==> config.mk <==
export PLATFORM = sky130hd
export DESIGN_NAME = bar_step
export DESIGN_NICKNAME = d
export VERILOG_FILES = /design/src/bar_pkg.sv /design/src/bar_step.sv
export SDC_FILE = /design/constraint.sdc
export NUM_CORES = 1
export LEC_CHECK = 0
export BUFFER_PORTS_ARGS = -buffer_cell sky130_fd_sc_hd__buf_2
export CAP_MARGIN = 20
export CORE_MARGIN = 2
export CORE_UTILIZATION = 53
export DETAILED_ROUTE_END_ITERATION = 6
export PLACE_DENSITY = 0.8
export SETUP_SLACK_MARGIN = 0.4
export SYNTH_ARGS = -nofsm -noshare
export SYNTH_HDL_FRONTEND = slang
export SYNTH_SLANG_ARGS = --single-unit
==> constraint.sdc <==
create_clock -name clock -period 4.04 [get_ports clock]
set_input_delay 0.404 -clock clock [delete_from_list [all_inputs] [get_ports clock]]
set_output_delay 0.404 -clock clock [all_outputs]
set_load 0.1 [all_outputs]
==> src/bar_pkg.sv <==
// ----------------------------------------------------------------------------
// bar_pkg
// Shared types, register codes and the arctangent table for the bearing,
// alignment and range unit.
// ----------------------------------------------------------------------------
package bar_pkg;

   localparam int CORDIC_STEPS_DEF = 16;
   localparam int POS_WIDTH_DEF    = 16;
   localparam int FRAC_BITS        = 16;
   localparam int ATAN_LEN         = 24;
   localparam int ANGLE_W          = 32;
   localparam int CSR_IDX_W        = 2;

   typedef enum logic [CSR_IDX_W-1:0] {
      CSR_TARGET_X  = 2'd0,
      CSR_TARGET_Y  = 2'd1,
      CSR_TOLERANCE = 2'd2
   } csr_index_type;

   localparam logic [15:0] TOLERANCE_RESET = 16'd364;

   // round(atan(2^-i) * 2^32 / (2*pi))
   localparam logic [ANGLE_W-1:0] ATAN_TURNS [ATAN_LEN] = '{
      32'd536870912, 32'd316933406, 32'd167458907, 32'd85004756,
      32'd42667331,  32'd21354465,  32'd10680862,  32'd5340757,
      32'd2670675,   32'd1335087,   32'd667544,    32'd333772,
      32'd166886,    32'd83443,     32'd41722,     32'd20861,
      32'd10430,     32'd5215,      32'd2608,      32'd1304,
      32'd652,       32'd326,       32'd163,       32'd81
   };

   typedef struct packed {
      logic [15:0] heading;
      logic        zero;
   } bar_side_type;

   typedef struct packed {
      logic               aligned;
      logic signed [15:0] heading_error;
      logic [15:0]        distance_mm;
   } bar_result_type;

   function automatic int bar_max(input int a, input int b);
      return (a > b) ? a : b;
   endfunction

endpackage

==> src/bar_step.sv <==
// ----------------------------------------------------------------------------
// bar_step
// One pipeline stage: one vectoring CORDIC iteration and one digit of the
// restoring square root, both registered; a chain past its last step passes through.
// ----------------------------------------------------------------------------
module bar_step #(
   parameter int STEP         = 0,
   parameter int CORDIC_STEPS = 16,
   parameter int ROOT_W       = 18,
   parameter int CORD_W       = 35
) (
   input  logic                      clock,
   input  logic                      reset,
   input  logic                      en,
   input  logic                      up_valid,
   input  logic signed [CORD_W-1:0]  up_x,
   input  logic signed [CORD_W-1:0]  up_y,
   input  logic [31:0]               up_acc,
   input  logic [2*ROOT_W-1:0]       up_rad,
   input  logic [ROOT_W+1:0]         up_rem,
   input  logic [ROOT_W-1:0]         up_root,
   input  bar_pkg::bar_side_type     up_side,
   output logic                      dn_valid,
   output logic signed [CORD_W-1:0]  dn_x,
   output logic signed [CORD_W-1:0]  dn_y,
   output logic [31:0]               dn_acc,
   output logic [2*ROOT_W-1:0]       dn_rad,
   output logic [ROOT_W+1:0]         dn_rem,
   output logic [ROOT_W-1:0]         dn_root,
   output bar_pkg::bar_side_type     dn_side
);
   import bar_pkg::*;

   localparam int RAD_W = 2 * ROOT_W;
   localparam int REM_W = ROOT_W + 2;

   logic                     valid_ff;
   logic signed [CORD_W-1:0] x_ff, x_in;
   logic signed [CORD_W-1:0] y_ff, y_in;
   logic [31:0]              acc_ff, acc_in;
   logic [RAD_W-1:0]         rad_ff, rad_in;
   logic [REM_W-1:0]         rem_ff, rem_in;
   logic [ROOT_W-1:0]        root_ff, root_in;
   bar_side_type             side_ff;

   generate
      if (STEP < CORDIC_STEPS) begin : g_cordic
         localparam logic [31:0] ANGLE = ATAN_TURNS[STEP];
         logic signed [CORD_W-1:0] xs;
         logic signed [CORD_W-1:0] ys;
         assign xs = up_x >>> STEP;
         assign ys = up_y >>> STEP;
         // y >= 0 rotates clockwise
         always_comb begin
            if (!up_y[CORD_W-1]) begin
               x_in   = up_x + ys;
               y_in   = up_y - xs;
               acc_in = up_acc + ANGLE;
            end else begin
               x_in   = up_x - ys;
               y_in   = up_y + xs;
               acc_in = up_acc - ANGLE;
            end
         end
      end else begin : g_cordic_pass
         assign x_in   = up_x;
         assign y_in   = up_y;
         assign acc_in = up_acc;
      end

      if (STEP < ROOT_W) begin : g_sqrt
         logic [REM_W-1:0] rem_cat;
         logic [REM_W-1:0] trial;
         logic             ge;
         // top two bits of rem are zero here, room for the next digit pair
         assign rem_cat = {up_rem[REM_W-3:0], up_rad[RAD_W-1 -: 2]};
         assign trial   = {up_root, 2'b01};
         assign ge      = (rem_cat >= trial);
         assign rem_in  = ge ? (rem_cat - trial) : rem_cat;
         assign root_in = {up_root[ROOT_W-2:0], ge};
         assign rad_in  = up_rad << 2;
      end else begin : g_sqrt_pass
         assign rem_in  = up_rem;
         assign root_in = up_root;
         assign rad_in  = up_rad;
      end
   endgenerate

   always_ff @(posedge clock) begin
      if (reset) begin
         valid_ff <= 1'b0;
      end else if (en) begin
         valid_ff <= up_valid;
      end
   end

   always_ff @(posedge clock) begin
      if (en) begin
         x_ff    <= x_in;
         y_ff    <= y_in;
         acc_ff  <= acc_in;
         rad_ff  <= rad_in;
         rem_ff  <= rem_in;
         root_ff <= root_in;
         side_ff <= up_side;
      end
   end

   assign dn_valid = valid_ff;
   assign dn_x     = x_ff;
   assign dn_y     = y_ff;
   assign dn_acc   = acc_ff;
   assign dn_rad   = rad_ff;
   assign dn_rem   = rem_ff;
   assign dn_root  = root_ff;
   assign dn_side  = side_ff;

endmodule

==> flow_summary.yaml <==
clock_network:
  ctsRootBufferMaster: "clkbuf_16"
  cts.clk_slew.worst_paths_ns: 0.09
  cts_buffer_depth: 2
  clkLatencyLatePin_ns: 0.45
  numCtsBuffers: 17
  hold_buffers: 0
  cts_tree: "done"
  htreeDepth: 4
  numClockSinks: 191
  postCtsSetupBuffers: 0
global_routing:
  antenna_found_initial: 19
  grt_pass1_wl_um: 64900
  grt.overflow.total: 0
  grt_use_total_pct: 32.7
  grt_max_degree: 97
  grt_pass1_vias: 11262
power_and_ir_drop:
  leakagePower_nw: 7.34
  p_per_area_nw_per_um2: 477
  ir_drop_uv: 332
  totalPowerFinal_mw: 7.72
logic_synthesis:
  synth_top_family_by_area: "compound AO/OA/AOI/OAI gates"
  synth_area_um2: 13200
  synth_seq_area_share_pct: 43.5
  yosys.area.top_type: "edfxtp_1"
  synth_xor_area_share_pct: 5.33
  synthSimpleGateAreaFrac_pct: 11.2
  ys.flop_type: "edfxtp_1"
  synth-seq-cells: 191
  syn_avg_cell_area_um2: 10.1
  synth_top_area_share_pct: 43.4
  synth_compound_area_share_pct: 19.7
  synth_common_cells: "edfxtp_1 (190), a21oi_1 (125), inv_1 (123)"
  synth_adder_area_share_pct: 12.2
  async_flop_share_pct: 0
  synth.area.top_cells: "edfxtp_1 (43%), ha_1 (12%), a21oi_1 (4.8%)"
  yosysWarnings: 0
  synthCells: 1300
  yosys.cell_types.count: 85
  synth_most_common_cell: "edfxtp_1"
  synth-edff-count: 190
  muxShareOfSynthArea_pct: 2.66
floorplan:
  die_w_um: 162
  core_um2: 24300
  ios: 391
  row_count: 57
  dieArea_um2: 26100
  die_h_um: 162
  start_util_pct: 54.1
detailed_routing:
  vias: 11914
  antenna_left: 0
  viasPerCell: 5.85
  wirelength_um: 43700
  first_pass_iters: 5
  drc_errors: 0
  drtIter0Drc: 1419
  wl_per_cell_um: 21.4
critical_path:
  crit_end: "dn_x[34]"
  r2r_slack_ns: 3.42
  max_stage_delay_ns: 0.60
  regToRegEndpoint: "dn_valid"
  reg2reg_depth: 2
  arrival_ns: 3.58
  required_ns: 4.24
  startpoint_type: "input port"
  worstSetupStartpoint: "up_x[2]"
  r2r_start: "dn_valid"
  crit_fanout: 8
  path_class: "in -> reg"
  crit_slowest_cell: "a2111oi_1"
  crit_path_frequent_cell: "buf_4"
  endpoint_kind: "flip-flop"
  path_cells: "buf_2, inv_1, ha_1, nand2b_1, a221oi_1, o311a_1, nand3_1, a2111oi_1, buf_4, o2111ai_1, and3_1, nor3_1, buf_4, xor2_1"
layout:
  syn2layout_area_growth_pct: 23.0
  stdcell_count: 2038
  fillers: 1962
  layout-drive-gt1-share_pct: 29.1
  final_util_pct: 66.6
  nets: 2005
sta:
  max_freq_mhz: 295
  setup_viol: 0
  whs_ns: 0.0997
  slew-limit-headroom_pct: 43.7
  tns_ns: 0
  report.final.slew_viol_count: 0
  fin_skew_ns: 0
  rsz0062_at_grt: "no"
  tightest_slew_ns: 0.843
  fin_crit_ns: 3.39
  finalCritPeriodShare_pct: 83.9
  finalHoldViolations: 0
run_status:
  status: "finished clean"
worst_hold_path:
  hold_class: "in -> reg"
placed_design:
  hpwl_um: 35100
  gp_congestion: 0.984
  port_buffers: 386
  dp.cells: 1987
flow_run:
  maxCapViolations: 0
-- metal layers --
| layer | GRT usage, % | vias to the layer above | part of all wire (%) |
|---|---|---|---|
| met2 | 56.2 | 618 | 50 |
| met1 | 40.6 | 5646 | 39 |
| met4 | 16.2 | 0 | 4.6 |
| met5 | 0 | - | 0 |
| met3 | 4.57 | 113 | 6.9 |
| li1 | - | 5537 | - |
-- area by class of cell --
| class | count | area, um^2 | share of cell area [%] |
|---|---|---|---|
| inverters | 130 | 490 | 3.03 |
| repair buffers | 416 | 2170 | 13.4 |
| clock buffers | 17 | 425 | 2.63 |
| clock inverters | 15 | 204 | 1.26 |
| multi-input cells | 926 | 6720 | 41.5 |
| well taps | 324 | 405 | 2.50 |
| diodes | 19 | 47.5 | 0.294 |
| flip-flops and latches | 191 | 5730 | 35.4 |
-- placed cells by master, fill, tap and decap left out, types with 5 or more instances in the layout --
| master | count |
|---|---|
| buf_2 | 385 |
| edfxtp_1 | 190 |
| a21oi_1 | 125 |
| inv_1 | 123 |
| ha_1 | 122 |
| nor2_1 | 87 |
| xnor2_1 | 68 |
| o21ai_0 | 62 |
| nand2_1 | 52 |
| a21o_1 | 47 |
| buf_4 | 30 |
| nor3_1 | 27 |
| o21bai_1 | 21 |
| diode_2 | 19 |
| nand3_1 | 18 |
| mux2i_1 | 17 |
| clkbuf_16 | 17 |
| nand2b_1 | 16 |
| mux2_2 | 16 |
| a211oi_1 | 15 |
| nor2b_1 | 14 |
| o21a_1 | 14 |
| nand4_1 | 13 |
| o211ai_1 | 13 |
| or3_1 | 13 |
| a31oi_1 | 13 |
| xor2_1 | 12 |
| o31ai_1 | 11 |
| and3_1 | 10 |
| nor4_1 | 9 |
| and2_1 | 9 |
| or2_2 | 6 |
| clkinv_8 | 6 |
| inv_2 | 5 |
| a221oi_1 | 5 |
| a211o_1 | 5 |
-- how the worst min path moves through the flow --
stage	from	endpoint	slack (ns)	depth (start not counted)
after floorplan	reset	dn_valid	0.48	1
after global placement	dn_valid	dn_valid	0.47	2
after detailed placement	dn_valid	dn_valid	0.51	2
after CTS	reset	dn_valid	0.09	2
after global routing	reset	dn_valid	0.08	2
final	reset	dn_valid	0.1	2
-- sequential cells by signal, indices dropped and copies added, names as in the netlist --
signal	cells
dn_rad	34
dn_side	17
dn_root	18
dn_valid	1
dn_y	35
dn_rem	20
dn_acc	32
dn_x	34
-- per-stage QoR --
step	cell area (um^2)	setup WS, ns
after global placement	15500	0.256
after detailed placement	15500	0.250
after floorplan	13200	1.09
after CTS	16100	0.701
final	16200	0.652
after global routing	16200	0.524
-- what timing repair did --
item | CTS | global route
resized for setup | 0 | 1
endpoints found under the setup margin | 0 | 1
hold endpoints to repair | 0 | 0
-- power breakdown --
| part | total [mW] | switching, mW | internal (mW) |
|---|---|---|---|
| sequential | 2.55 | 0.0720 | 2.48 |
| combinational | 3.39 | 2.66 | 0.726 |
| clock | 1.78 | 0.922 | 0.859 |
| total | 7.72 | 3.66 | 4.06 |
-- cell families (layout without fill, tap and decap cells) --
| group | Yosys count | count (layout) |
|---|---|---|
| AND/OR/NAND/NOR | 293 | 293 |
| other | 1 | 21 |
| XOR/XNOR | 80 | 80 |
| buffers and inverters | 184 | 578 |
| flip-flops | 191 | 191 |
| AO/OA/AOI/OAI | 392 | 392 |
| multiplexers | 33 | 33 |
| adder cells (fa/ha/maj) | 126 | 126 |
-- worst max-delay path, delay by kind of cell --
family | cells | cell delay, ns
AOI/OAI and AO/OA | 4 | 1.49
and+or+nand+nor | 4 | 0.74
buffers and inverters | 4 | 0.50
adders and majority gates | 1 | 0.38
xor gates and xnor gates | 1 | 0.06
Power figures use the tool's default switching activity.
